**config.mk**
```make
export PLATFORM = sky130hd
export DESIGN_NAME = char_lcd_nibble_sequencer
export DESIGN_NICKNAME = d
export VERILOG_FILES = /design/src/design/clns_pkg.sv /design/src/design/char_lcd_nibble_sequencer.sv /design/src/design/clns_div_stage.sv /design/src/design/clns_strober.sv
export SDC_FILE = /design/constraint.sdc
export NUM_CORES = 1
export LEC_CHECK = 0
export BUFFER_PORTS_ARGS = -buffer_cell sky130_fd_sc_hd__buf_2
export CAP_MARGIN = 0
export CORE_ASPECT_RATIO = 1.2
export CORE_UTILIZATION = 40
export CTS_CLUSTER_DIAMETER = 200
export DETAILED_ROUTE_END_ITERATION = 8
export PLACE_DENSITY = 0.66
export SLEW_MARGIN = 10
export SYNTH_ARGS = -nofsm -noshare
export SYNTH_HDL_FRONTEND = slang
export SYNTH_SLANG_ARGS = --single-unit
export TNS_END_PERCENT = 100
```
**constraint.sdc**
```tcl
create_clock -name clk -period 5.75 [get_ports clk]
set_clock_uncertainty 0.15 [all_clocks]
set_input_delay 1.15 -clock clk [delete_from_list [all_inputs] [get_ports clk]]
set_output_delay 1.15 -clock clk [all_outputs]
set_load 0.02 [all_outputs]
```
**src/design/clns_pkg.sv**
```systemverilog
package clns_pkg;

    localparam int MAX_DIGITS = 5;
    localparam int INIT_STROBES = 12;

    localparam int BYTE_W = 8;
    localparam int NUM_W = 16;
    localparam int COL_W = 6;
    localparam int NIB_W = 4;
    localparam int PRE_W = 16;
    localparam int POST_W = 13;
    localparam int DIGIT_IDX_W = $clog2(MAX_DIGITS);
    localparam int DIGIT_CNT_W = $clog2(MAX_DIGITS + 1);
    localparam int STROBE_IDX_W = $clog2(INIT_STROBES);

    localparam int IN_DATA_W = 32;
    localparam int IN_USER_W = 3;
    localparam int OUT_DATA_W = 40;
    localparam int CFG_ADDR_W = 3;

    // x / 10 == (x * 52429) >> 19 for every 16-bit x
    localparam logic [NUM_W-1:0] DIV10_MUL = 16'd52429;
    localparam int DIV10_SHIFT = 19;

    localparam logic [NIB_W-1:0] WAKE_NIB = 4'h3;
    localparam logic [NIB_W-1:0] NIBBLE_MODE_NIB = 4'h2;
    localparam logic [BYTE_W-1:0] ASCII_ZERO = 8'h30;

    localparam logic [PRE_W-1:0] POWER_UP_US = 16'd50000;
    localparam logic [POST_W-1:0] WAKE_FIRST_US = 13'd5000;
    localparam logic [POST_W-1:0] WAKE_US = 13'd150;
    localparam logic [POST_W-1:0] SETTLE_US = 13'd50;
    localparam logic [POST_W-1:0] CLEAR_US = 13'd2050;

    localparam logic [BYTE_W-1:0] FUNCTION_SET_RST = 8'd40;
    localparam logic [BYTE_W-1:0] DISPLAY_ON_RST = 8'd12;
    localparam logic [BYTE_W-1:0] ENTRY_MODE_RST = 8'd6;
    localparam logic [BYTE_W-1:0] CLEAR_RST = 8'd1;
    localparam logic [BYTE_W-1:0] ROW0_BASE_RST = 8'd128;
    localparam logic [BYTE_W-1:0] ROW1_BASE_RST = 8'd192;

    typedef enum logic [2:0] {
        KIND_INIT    = 3'd0,
        KIND_COMMAND = 3'd1,
        KIND_CHAR    = 3'd2,
        KIND_NUMBER  = 3'd3,
        KIND_CURSOR  = 3'd4,
        KIND_CLEAR   = 3'd5
    } kind_t;

    typedef enum logic [CFG_ADDR_W-1:0] {
        CFG_FUNCTION_SET = 3'd0,
        CFG_DISPLAY_ON   = 3'd1,
        CFG_ENTRY_MODE   = 3'd2,
        CFG_CLEAR        = 3'd3,
        CFG_ROW0_BASE    = 3'd4,
        CFG_ROW1_BASE    = 3'd5
    } cfg_index_t;

    typedef struct packed {
        logic [BYTE_W-1:0] function_set;
        logic [BYTE_W-1:0] display_on;
        logic [BYTE_W-1:0] entry_mode;
        logic [BYTE_W-1:0] clear;
        logic [BYTE_W-1:0] row0_base;
        logic [BYTE_W-1:0] row1_base;
    } cfg_t;

    typedef logic [MAX_DIGITS-1:0][3:0] digits_t;

    typedef struct packed {
        kind_t                  kind;
        logic [BYTE_W-1:0]      byte_value;
        logic                   row_select;
        logic [COL_W-1:0]       column;
        logic [NUM_W-1:0]       quot;
        digits_t                digits;
        logic [DIGIT_CNT_W-1:0] ndig;
    } item_t;

    typedef struct packed {
        logic                    busy;
        logic [STROBE_IDX_W-1:0] idx;
    } seq_status_t;

endpackage

```
**src/design/char_lcd_nibble_sequencer.sv**
```systemverilog
// channel  dir  handshake           payload
// s_*      in   s_tvalid/s_tready   tuser: kind; tdata: byte_value, number_value, row_select, column
// m_*      out  m_tvalid/m_tready   tuser: rs_level; tdata: nibble, pre_wait_us, post_wait_us; tlast
// cfg_*    in   cfg_we              cfg_addr: register index; cfg_wdata: value
//
// One strobe word per cycle while m_tready is high: init gives 12 strobes, a number 2 per
// digit (2..10), every other request 2. The strobe sequencer sets these counts.
// Requests pass an input stage, four divide-by-ten stages, a digit align stage and the
// strober's output register; kinds 6 and 7 are dropped.
// Reset clears valid bits and loads the default command codes.
// m_tready low holds the output word; the pipeline fills and then drops s_tready.
module char_lcd_nibble_sequencer (
    input  logic                                clk,
    input  logic                                rst_n,
    input  logic                                s_tvalid,
    output logic                                s_tready,
    // [7:0] byte_value, [23:8] number_value, [24] row_select, [30:25] column
    input  logic [clns_pkg::IN_DATA_W-1:0]      s_tdata,
    // [2:0] kind
    input  logic [clns_pkg::IN_USER_W-1:0]      s_tuser,
    output logic                                m_tvalid,
    input  logic                                m_tready,
    // [3:0] nibble, [19:4] pre_wait_us, [32:20] post_wait_us
    output logic [clns_pkg::OUT_DATA_W-1:0]     m_tdata,
    // [0] rs_level
    output logic                                m_tuser,
    output logic                                m_tlast,
    input  logic                                cfg_we,
    input  logic [clns_pkg::CFG_ADDR_W-1:0]     cfg_addr,
    input  logic [clns_pkg::BYTE_W-1:0]         cfg_wdata
);

    localparam int DIV_STAGES = clns_pkg::MAX_DIGITS - 1;

    clns_pkg::cfg_t          cfg_reg;
    clns_pkg::item_t         in_item;
    logic                    kind_ok;

    logic                    v1_reg;
    clns_pkg::item_t         item1_reg;
    logic                    ready1;

    logic                    div_valid [DIV_STAGES+1];
    clns_pkg::item_t         div_item [DIV_STAGES+1];
    logic                    div_ready [DIV_STAGES+1];

    logic                    va_reg;
    clns_pkg::item_t         itema_reg;
    clns_pkg::item_t         itema_next;
    logic                    readya;

    logic                    seq_ready;
    clns_pkg::seq_status_t   seq_status;
    logic                    out_rs;
    logic [clns_pkg::NIB_W-1:0]  out_nibble;
    logic [clns_pkg::PRE_W-1:0]  out_pre;
    logic [clns_pkg::POST_W-1:0] out_post;

    // configuration registers
    always_ff @(posedge clk or negedge rst_n)
    begin
        if (!rst_n)
        begin
            cfg_reg.function_set <= clns_pkg::FUNCTION_SET_RST;
            cfg_reg.display_on <= clns_pkg::DISPLAY_ON_RST;
            cfg_reg.entry_mode <= clns_pkg::ENTRY_MODE_RST;
            cfg_reg.clear <= clns_pkg::CLEAR_RST;
            cfg_reg.row0_base <= clns_pkg::ROW0_BASE_RST;
            cfg_reg.row1_base <= clns_pkg::ROW1_BASE_RST;
        end
        else if (cfg_we)
        begin
            case (clns_pkg::cfg_index_t'(cfg_addr))
                clns_pkg::CFG_FUNCTION_SET: cfg_reg.function_set <= cfg_wdata;
                clns_pkg::CFG_DISPLAY_ON:   cfg_reg.display_on <= cfg_wdata;
                clns_pkg::CFG_ENTRY_MODE:   cfg_reg.entry_mode <= cfg_wdata;
                clns_pkg::CFG_CLEAR:        cfg_reg.clear <= cfg_wdata;
                clns_pkg::CFG_ROW0_BASE:    cfg_reg.row0_base <= cfg_wdata;
                clns_pkg::CFG_ROW1_BASE:    cfg_reg.row1_base <= cfg_wdata;
                default:                    ;
            endcase
        end
    end

    // input stage
    always_comb
    begin
        kind_ok = s_tuser inside {[clns_pkg::KIND_INIT : clns_pkg::KIND_CLEAR]};
        in_item.kind = clns_pkg::kind_t'(s_tuser);
        in_item.byte_value = s_tdata[7:0];
        in_item.quot = s_tdata[23:8];
        in_item.row_select = s_tdata[24];
        in_item.column = s_tdata[30:25];
        in_item.digits = '0;
        in_item.ndig = '0;
    end

    assign ready1 = !v1_reg || div_ready[0];
    assign s_tready = ready1;

    always_ff @(posedge clk or negedge rst_n)
    begin
        if (!rst_n)
        begin
            v1_reg <= 1'b0;
        end
        else if (ready1)
        begin
            v1_reg <= s_tvalid && kind_ok;
        end
    end

    always_ff @(posedge clk)
    begin
        if (ready1 && s_tvalid)
        begin
            item1_reg <= in_item;
        end
    end

    assign div_valid[0] = v1_reg;
    assign div_item[0] = item1_reg;
    assign div_ready[DIV_STAGES] = readya;

    for (genvar k = 0; k < DIV_STAGES; k++)
    begin : g_div
        clns_div_stage #(
            .POS(k)
        ) u_div (
            .clk       (clk),
            .rst_n     (rst_n),
            .in_valid  (div_valid[k]),
            .in_item   (div_item[k]),
            .in_ready  (div_ready[k]),
            .out_valid (div_valid[k+1]),
            .out_item  (div_item[k+1]),
            .out_ready (div_ready[k+1])
        );
    end

    // digit align: count digits, reorder most significant first
    always_comb
    begin
        itema_next = div_item[DIV_STAGES];
        itema_next.digits[clns_pkg::MAX_DIGITS-1] =
            div_item[DIV_STAGES].quot[3:0];
        itema_next.ndig = 3'd1;
        for (int i = 1; i < clns_pkg::MAX_DIGITS; i++)
        begin
            if (itema_next.digits[i] != 4'd0)
            begin
                itema_next.ndig = clns_pkg::DIGIT_CNT_W'(i + 1);
            end
        end
        for (int i = 0; i < clns_pkg::MAX_DIGITS; i++)
        begin
            itema_next.digits[i] = 4'd0;
            if (i < int'(itema_next.ndig))
            begin
                itema_next.digits[i] = div_item[DIV_STAGES].digits[
                    clns_pkg::DIGIT_IDX_W'(int'(itema_next.ndig) - 1 - i)];
                if (int'(itema_next.ndig) - 1 - i == clns_pkg::MAX_DIGITS - 1)
                begin
                    itema_next.digits[i] = div_item[DIV_STAGES].quot[3:0];
                end
            end
        end
    end

    assign readya = !va_reg || seq_ready;

    always_ff @(posedge clk or negedge rst_n)
    begin
        if (!rst_n)
        begin
            va_reg <= 1'b0;
        end
        else if (readya)
        begin
            va_reg <= div_valid[DIV_STAGES];
        end
    end

    always_ff @(posedge clk)
    begin
        if (readya && div_valid[DIV_STAGES])
        begin
            itema_reg <= itema_next;
        end
    end

    clns_strober u_strober (
        .clk        (clk),
        .rst_n      (rst_n),
        .cfg        (cfg_reg),
        .in_valid   (va_reg),
        .in_item    (itema_reg),
        .in_ready   (seq_ready),
        .out_valid  (m_tvalid),
        .out_ready  (m_tready),
        .out_rs     (out_rs),
        .out_nibble (out_nibble),
        .out_pre    (out_pre),
        .out_post   (out_post),
        .out_last   (m_tlast),
        .status     (seq_status)
    );

    assign m_tuser = out_rs;
    assign m_tdata = {7'd0, out_post, out_pre, out_nibble};

`ifndef SYNTHESIS
    a_idx_range: assert property (@(posedge clk) disable iff (!rst_n)
        seq_status.busy |-> seq_status.idx <= 4'(clns_pkg::INIT_STROBES - 1))
        else $error("strobe index past end of run");

    a_power_up_wait: assert property (@(posedge clk) disable iff (!rst_n)
        (m_tvalid && m_tdata[19:4] != 16'd0) |->
            (m_tdata[3:0] == clns_pkg::WAKE_NIB && !m_tuser
             && m_tdata[32:20] == clns_pkg::WAKE_FIRST_US))
        else $error("pre-wait on a strobe other than the first wake-up");

    a_bad_kind_dropped: assert property (@(posedge clk) disable iff (!rst_n)
        (s_tvalid && s_tready && (s_tuser == 3'd6 || s_tuser == 3'd7)) |=> !v1_reg)
        else $error("undefined request kind entered the pipeline");
`endif

endmodule

```
**src/design/clns_div_stage.sv**
```systemverilog
module clns_div_stage #(
    parameter int POS = 0
) (
    input  logic              clk,
    input  logic              rst_n,
    input  logic              in_valid,
    input  clns_pkg::item_t   in_item,
    output logic              in_ready,
    output logic              out_valid,
    output clns_pkg::item_t   out_item,
    input  logic              out_ready
);

    logic                           valid_reg;
    clns_pkg::item_t                item_reg;
    clns_pkg::item_t                item_next;
    logic [2*clns_pkg::NUM_W-1:0]   prod;
    logic [clns_pkg::NUM_W-1:0]     q;
    logic [clns_pkg::NUM_W-1:0]     rem;

    assign in_ready = !valid_reg || out_ready;

    always_comb
    begin
        prod = 32'(in_item.quot) * 32'(clns_pkg::DIV10_MUL);
        q = clns_pkg::NUM_W'(prod >> clns_pkg::DIV10_SHIFT);
        rem = in_item.quot - ({q[clns_pkg::NUM_W-4:0], 3'b000} + {q[clns_pkg::NUM_W-2:0], 1'b0});
        item_next = in_item;
        item_next.quot = q;
        item_next.digits[POS] = rem[3:0];
    end

    always_ff @(posedge clk or negedge rst_n)
    begin
        if (!rst_n)
        begin
            valid_reg <= 1'b0;
        end
        else if (in_ready)
        begin
            valid_reg <= in_valid;
        end
    end

    always_ff @(posedge clk)
    begin
        if (in_ready && in_valid)
        begin
            item_reg <= item_next;
        end
    end

    assign out_valid = valid_reg;
    assign out_item = item_reg;

endmodule

```
**src/design/clns_strober.sv**
```systemverilog
module clns_strober (
    input  logic                             clk,
    input  logic                             rst_n,
    input  clns_pkg::cfg_t                   cfg,
    input  logic                             in_valid,
    input  clns_pkg::item_t                  in_item,
    output logic                             in_ready,
    output logic                             out_valid,
    input  logic                             out_ready,
    output logic                             out_rs,
    output logic [clns_pkg::NIB_W-1:0]       out_nibble,
    output logic [clns_pkg::PRE_W-1:0]       out_pre,
    output logic [clns_pkg::POST_W-1:0]      out_post,
    output logic                             out_last,
    output clns_pkg::seq_status_t            status
);

    localparam int IW = clns_pkg::STROBE_IDX_W;

    logic                          busy_reg;
    logic [IW-1:0]                 idx_reg;
    clns_pkg::item_t               item_reg;

    logic                          valid_reg;
    logic                          rs_reg;
    logic [clns_pkg::NIB_W-1:0]    nib_reg;
    logic [clns_pkg::PRE_W-1:0]    pre_reg;
    logic [clns_pkg::POST_W-1:0]   post_reg;
    logic                          last_reg;

    logic                          out_free;
    logic                          load;
    logic                          take;
    logic [2:0]                    byte_idx;
    logic [IW-1:0]                 total;
    logic [clns_pkg::BYTE_W-1:0]   sel_byte;
    logic [3:0]                    digit;
    logic                          rs_next;
    logic [clns_pkg::NIB_W-1:0]    nib_next;
    logic [clns_pkg::PRE_W-1:0]    pre_next;
    logic [clns_pkg::POST_W-1:0]   post_next;
    logic                          last_next;

    assign out_free = !valid_reg || out_ready;
    assign load = busy_reg && out_free;
    assign in_ready = !busy_reg || (load && last_next);
    assign take = in_ready && in_valid;
    assign byte_idx = idx_reg[IW-1:1];

    always_comb
    begin
        digit = 4'd0;
        if (byte_idx < 3'(clns_pkg::MAX_DIGITS))
        begin
            digit = item_reg.digits[byte_idx];
        end

        total = 4'd2;
        rs_next = 1'b0;
        sel_byte = cfg.clear;
        case (item_reg.kind)
            clns_pkg::KIND_INIT:
            begin
                total = 4'(clns_pkg::INIT_STROBES);
                case (byte_idx)
                    3'd2:    sel_byte = cfg.function_set;
                    3'd3:    sel_byte = cfg.display_on;
                    3'd4:    sel_byte = cfg.entry_mode;
                    default: sel_byte = cfg.clear;
                endcase
            end
            clns_pkg::KIND_COMMAND:
            begin
                sel_byte = item_reg.byte_value;
            end
            clns_pkg::KIND_CHAR:
            begin
                rs_next = 1'b1;
                sel_byte = item_reg.byte_value;
            end
            clns_pkg::KIND_NUMBER:
            begin
                rs_next = 1'b1;
                total = {item_reg.ndig, 1'b0};
                sel_byte = clns_pkg::ASCII_ZERO | {4'd0, digit};
            end
            clns_pkg::KIND_CURSOR:
            begin
                sel_byte = (item_reg.row_select ? cfg.row1_base : cfg.row0_base)
                           + {2'b00, item_reg.column};
            end
            default:
            begin
                sel_byte = cfg.clear;
            end
        endcase

        last_next = (idx_reg == total - 4'd1);
        pre_next = '0;
        nib_next = idx_reg[0] ? sel_byte[3:0] : sel_byte[7:4];
        post_next = '0;
        if (idx_reg[0])
        begin
            // the clear command needs the long settle
            if (item_reg.kind == clns_pkg::KIND_CLEAR
                || (item_reg.kind == clns_pkg::KIND_INIT && last_next))
            begin
                post_next = clns_pkg::CLEAR_US;
            end
            else
            begin
                post_next = clns_pkg::SETTLE_US;
            end
        end

        // wake-up nibbles and the nibble-mode nibble ahead of the init commands
        if (item_reg.kind == clns_pkg::KIND_INIT && idx_reg < 4'd4)
        begin
            nib_next = (idx_reg == 4'd3) ? clns_pkg::NIBBLE_MODE_NIB : clns_pkg::WAKE_NIB;
            if (idx_reg == 4'd0)
            begin
                pre_next = clns_pkg::POWER_UP_US;
                post_next = clns_pkg::WAKE_FIRST_US;
            end
            else
            begin
                post_next = clns_pkg::WAKE_US;
            end
        end
    end

    always_ff @(posedge clk or negedge rst_n)
    begin
        if (!rst_n)
        begin
            busy_reg <= 1'b0;
            idx_reg <= '0;
            valid_reg <= 1'b0;
        end
        else
        begin
            if (take)
            begin
                busy_reg <= 1'b1;
                idx_reg <= '0;
            end
            else if (load)
            begin
                if (last_next)
                begin
                    busy_reg <= 1'b0;
                    idx_reg <= '0;
                end
                else
                begin
                    idx_reg <= idx_reg + 4'd1;
                end
            end

            if (out_free)
            begin
                valid_reg <= load;
            end
        end
    end

    always_ff @(posedge clk)
    begin
        if (take)
        begin
            item_reg <= in_item;
        end
        if (load)
        begin
            rs_reg <= rs_next;
            nib_reg <= nib_next;
            pre_reg <= pre_next;
            post_reg <= post_next;
            last_reg <= last_next;
        end
    end

    assign out_valid = valid_reg;
    assign out_rs = rs_reg;
    assign out_nibble = nib_reg;
    assign out_pre = pre_reg;
    assign out_post = post_reg;
    assign out_last = last_reg;
    assign status.busy = busy_reg;
    assign status.idx = idx_reg;

endmodule
```
## After elaboration in Yosys (flattened, before gate mapping)

Index checks and enable logic that the tools add are counted.
W data, S select, Z words.

- Register bits: 357
- Output and inout port bits: 44
- Bits of input ports: 51
- Logic and storage cells: 224

- Magnitude comparators: 15
- Reductions and logical operators: 48
- $add $sub $neg: 16
- Multiply operators: 4
- Equal/unequal tests: 20
- Mux-type cells: 46

Operator list:

| kind | number |
|---|---|
| $eq A32 B4 Y1 const B | 3 |
| $mux W4 | 22 |
| $bmux W4 S3 | 6 |
| $mux W13 | 3 |
| $mul A16 B16 Y32 const B | 1 |
| $pmux W8 S4 | 1 |
| $mul A13 B16 Y29 const B | 1 |
| $mul A10 B16 Y26 const B | 1 |
| $lt A3 B5 Y1 const B | 5 |
| $pmux W8 S3 | 1 |
| $mul A7 B16 Y23 const B | 1 |
| $eq A3 B2 Y1 const B | 6 |
| $add A4 B4 Y4 | 4 |
| $mux W16 | 1 |
| $reduce_bool A4 Y1 | 4 |
| $sub A4 B4 Y4 | 4 |
| $eq A3 B3 Y1 const B | 5 |
| $reduce_and A2 Y1 | 7 |
| $logic_and A1 B1 Y1 | 13 |
| $mux W12 | 1 |
| $sub A4 B3 Y5 const B | 2 |
| $logic_or A1 B1 Y1 | 9 |
| $mux W3 | 3 |
| $add A8 B6 Y8 | 1 |
| other kinds (27) | 44 |

## Logic depth before layout (Yosys ltp)

- Depth in word-level cells: 13
- Gate-level depth with buffers: 22
- Mapped depth without buffers: 22

## By module

Synthesis repeated with hierarchy kept, for this count alone.

- Cell total of the unflattened synthesis: 2841
- Area, all modules: 34460.6 sq um

Modules (own cells, without submodules):

| module | sequential area each (sq um) | cells an instance | area an instance (sq um) | times used |
|---|---|---|---|---|
| clns_div_stage (g_div[1].u_div) | 1646.6 | 561 | 6394.9 | 1 |
| clns_div_stage (g_div[0].u_div) | 1646.6 | 564 | 6393.6 | 1 |
| clns_div_stage (g_div[3].u_div) | 1646.6 | 513 | 6206.0 | 1 |
| clns_div_stage (g_div[2].u_div) | 1646.6 | 495 | 6074.6 | 1 |
| char_lcd_nibble_sequencer | 3996.3 | 382 | 5745.5 | 1 |
| clns_strober | 1771.7 | 326 | 3646.0 | 1 |

## Least setup slack after synthesis

Ideal clock, no wire load.

- Kind: reg-to-reg
- Start point: reg item1_reg, in the netlist div_item[254]
- End point: reg g_div[0].u_div.item_reg, in the netlist g_div[0].u_div.out_item[6] (data pin)
- Arrival time: 5.411 ns
- Clock period less this slack: 5.823 ns
- Buffers on the path: 0
- Setup time: 0.262 ns
- Required time: 5.338 ns
- Stages on the path, launching flop included: 21
- Setup slack: -0.073 ns
- Cells stage by stage: edfxtp_1 -> ha_1 -> inv_1 -> fa_1 -> inv_1 -> fa_1 -> fa_1 -> fa_1 -> inv_1 -> fa_1 -> inv_1 -> ha_1 -> nand3_1 -> nand2_1 -> a2111oi_1 -> a21oi_2 -> xor2_1 -> ha_1 -> xor2_1 -> xnor2_1 -> xnor2_1

- Word-level cells in the longest chain between the ends: 3

Ends and longest elaborated chain:

| element | RTL line | source |
|---|---|---|
| from (decl) | char_lcd_nibble_sequencer.sv:40 | `clns_pkg::item_t item1_reg;` |
| from (signal assigned) | char_lcd_nibble_sequencer.sv:117 | `item1_reg <= in_item;` |
| $mul A16 B16 Y32 | clns_div_stage.sv:25 | `prod = 32'(in_item.quot) * 32'(clns_pkg::DIV10_MUL);` |
| via g_div[0].u_div.prod, one bit | clns_div_stage.sv:17 | `logic [2*clns_pkg::NUM_W-1:0] prod;` |
| $add A4 B4 Y4 | clns_div_stage.sv:27 | `rem = in_item.quot - ({q[clns_pkg::NUM_W-4:0], 3'b000} + {q[clns_pkg::NUM_W-2:0], 1'b0});` |
| $sub A4 B4 Y4 | clns_div_stage.sv:27 |  |
| via g_div[0].u_div.rem, one bit | clns_div_stage.sv:19 | `logic [clns_pkg::NUM_W-1:0] rem;` |
| to (signal assigned) | clns_div_stage.sv:49 | `item_reg <= item_next;` |
| to (decl) | clns_div_stage.sv:15 | `clns_pkg::item_t item_reg;` |

The timed path passes the listed nets, and every way through them passes these cells.
A chain may end at the register's enable or synchronous reset.

## Worst setup path in the final report

- Start point: reg item1_reg, in the netlist div_item[255]
- End point: reg g_div[0].u_div.item_reg, in the netlist g_div[0].u_div.out_item[6] (data pin)

The elaborated chain is that of the path after synthesis.

==> impl_metrics.env <==
export IMPL_grt_max_degree=61
export IMPL_status="finished with violations"
export IMPL_cts_hold_buffers=0
export IMPL_layout_min_cycle_time_ns=5.785
export IMPL_die_area_mm2=0.06126
export IMPL_initial_core_util=0.4046
export IMPL_synth_warnings=0
export IMPL_avgSynthCellArea_um2=12.31
export IMPL_drt_pass1_iter_count=5
export IMPL_post_route_period_util=1.006
export IMPL_synth_area_mm2=0.02411
export IMPL_failed_checks="negative setup slack"
export IMPL_synth_edf_count=275
export IMPL_coreArea_mm2=0.05959
export IMPL_required_ns=5.90
export IMPL_setup_viol=1
export IMPL_wl_per_cell_um=15.94
export IMPL_path_max_fanout=4
export IMPL_antenna_found_initial=0
export IMPL_finalHoldViolations=0
export IMPL_end_kind="register"
export IMPL_grt_use_total=0.1582
export IMPL_rsz0062_at_grt="yes"
export IMPL_cts_htree_levels=2
export IMPL_cap_violations=0
export IMPL_clockRootBuffer="clkbuf_16"
export IMPL_netlist_instances=1958
export IMPL_cp_arrival_ns=5.94
export IMPL_fmax_mhz=172.9
export IMPL_antennaDiodeCount=0
export IMPL_hp_class="register to register"
export IMPL_pre_cts_ws_ns=-0.3026
export IMPL_synthArstFlopShare=0.1791
export IMPL_clk_pin_slew_ns=0.07
export IMPL_critPathKind="register to register"
export IMPL_ios=95
export IMPL_vias_per_cell=4.921
export IMPL_slew_viol_final=0
export IMPL_whs_ns=0.2609
export IMPL_cp_start_kind="register"
export IMPL_drc=0
export IMPL_drt_iter0_drc=588
export IMPL_slew_headroom=0.3255
export IMPL_ys_seq_area_frac=0.4053
export IMPL_finalNetCount=2717
export IMPL_ant_nets=0
export IMPL_grt_pass1_wl_mm=77.50
export IMPL_ys_ff_latch=335
export IMPL_via_count=14609
export IMPL_ys_types=91
export IMPL_dieWidth_um=226.1
export IMPL_die_height_um=270.9
export IMPL_grt_pass1_vias=15633
export IMPL_portBuffers=73
export IMPL_synthToLayoutAreaGrowth_pct=14.78
export IMPL_largest_reg_flops=146
export IMPL_clock_latency_ns=0.56
export IMPL_numCtsBuffers=38
export IMPL_cts_sinks=335
export IMPL_cts_tree="yes"
export IMPL_rows=98
export IMPL_grt_overflow_total=0
export IMPL_routed_wl_mm=47.31
export IMPL_yosys_most_used_dff="edfxtp_1"
export IMPL_clock_path_buffers=3
export IMPL_gp_congestion=0.9090
export IMPL_fill_cells=5401
export IMPL_final_setup_worst_slack_ns=-0.03517
export IMPL_tightest_slew_ns=1.010
export IMPL_detailed_place_hpwl_mm=37.78
export IMPL_drive_gt1_frac=0.1752
cell usage after synthesis (all sizes together), types with 4 or more instances:
master | instances | area [um^2]
fa | 169 | 3383
o21ai | 41 | 209.0
nand4 | 6 | 37.54
or2 | 8 | 50.05
nand2b | 9 | 56.30
or4 | 5 | 37.54
nand2 | 62 | 240.2
nor3 | 15 | 86.34
o211ai | 12 | 95.09
nor4 | 6 | 52.55
nor2 | 63 | 241.5
nand3 | 29 | 145.1
a21oi | 54 | 285.3
o221ai | 7 | 61.31
and4 | 4 | 35.03
dfrtp | 50 | 1251
a41oi | 5 | 43.79
a311oi | 4 | 41.29
xor2 | 24 | 210.2
inv | 376 | 1411
a22o | 5 | 43.79
dfstp | 10 | 262.8
and2 | 21 | 131.4
o311ai | 4 | 50.05
a21o | 25 | 187.7
nor2b | 13 | 81.33
a211oi | 9 | 72.57
o22ai | 8 | 50.05
and3 | 8 | 50.05
a2111oi | 9 | 111.4
edfxtp | 275 | 8258
o21bai | 6 | 45.04
ha | 356 | 4454
xnor2 | 41 | 359.1
clkbuf | 15 | 56.30
o211a | 4 | 40.04
o2111ai | 4 | 35.03
a22oi | 12 | 90.09
mux2i | 33 | 330.3
mux2 | 53 | 596.8
buf | 42 | 292.8
cell type report:
cell class	count	area, um^2	share of cell area
clock inverters	18	171.4	0.006194
multi-input cells	1208	13090	0.4730
clock buffers	50	1037	0.03748
repair buffers	181	1187	0.04291
flip-flops and latches	335	9772	0.3531
inverters	377	1415	0.05114
well taps	800	1001	0.03617
layer usage:
layer | vias to the layer above | track usage | part of all wire
met4 | 0 | 0.05192 | 0.029
met5 | - | 0 | 0
met1 | 7160 | 0.1948 | 0.42
met2 | 272 | 0.2788 | 0.51
li1 | 7090 | - | -
met3 | 87 | 0.02650 | 0.040
final timing paths:
| check | to | slack, ns | cells after the start | startpoint |
|---|---|---|---|---|
| setup / recovery | g_div[0].u_div.out_item[6]$_DFFE_PP_ | -0.04 | 19 | div_item[255]$_DFFE_PP_ |
| hold / removal | g_div[1].u_div.out_item[56]$_DFFE_PP_ | 0.26 | 0 | g_div[0].u_div.out_item[56]$_DFFE_PP_ |
| setup reg to reg | g_div[0].u_div.out_item[6]$_DFFE_PP_ | -0.04 | 19 | div_item[255]$_DFFE_PP_ |
| hold reg to reg | g_div[1].u_div.out_item[56]$_DFFE_PP_ | 0.26 | 0 | g_div[0].u_div.out_item[56]$_DFFE_PP_ |
| max in group asynchronous | cfg_reg[4]$_DFFE_PN0P_ | 4.32 | 2 | rst_n |
| min in group asynchronous | u_strober.out_valid$_DFFE_PN0P_ | 0.62 | 2 | rst_n |
critical path, stage by stage, from the launching register on:
cell       delay (ns)
edfxtp_1         0.43
buf_6            0.15
ha_4             0.26
inv_2            0.03
fa_1             0.50
inv_1            0.05
fa_1             0.47
fa_1             0.58
fa_1             0.44
fa_1             0.58
ha_4             0.24
a21oi_4          0.18
nand2_4          0.09
a2111oi_4        0.40
a21oi_4          0.11
xor2_2           0.26
ha_4             0.21
xor2_4           0.16
xnor2_2          0.13
xnor2_1          0.09
kinds of logic after synthesis:
logic type | share of synthesized area
adders and majority gates | 0.3255
xor gates and xnor gates | 0.02548
buffers and inverters | 0.07317
muxes | 0.03939
and+or+nand+nor | 0.05838
AOI/OAI and AO/OA | 0.07260
other | 0.0001555
DFF | 0.4053
layout by cell type, fill, tap and decap left out, drive strengths merged, types with 24 or more instances in the layout:
cell / n
inv: 377
ha: 356
edfxtp: 275
buf: 181
fa: 169
nor2: 63
nand2: 62
a21oi: 54
mux2: 53
dfrtp: 50
clkbuf: 50
xnor2: 41
o21ai: 41
mux2i: 33
nand3: 29
a21o: 25
xor2: 24
stage by stage:
stage | setup TNS, ns | instance area (um^2) | util | instances
2_1_floorplan | 0 | 24200 | - | 1977
3_3_place_gp | -0.8846 | 25850 | 0.4339 | 2877
3_5_place_dp | -1.267 | 25850 | 0.4339 | 2877
4_1_cts | 0 | 27290 | 0.4580 | 2958
5_1_grt | -0.6888 | 27670 | 0.4644 | 2969
6_report | -0.03517 | 27670 | 0.4644 | 2969
timing repair:
item | 4_1_cts | 5_1_grt
endpoints found under the setup margin | 9 | 12
setup buffers | 13 | 11
pin swaps | 25 | 40
resized for setup | 17 | 44
Power is left out: the tool's default activity adds up to more than one toggle a clock period on the data nets, which glitch-free logic cannot reach.
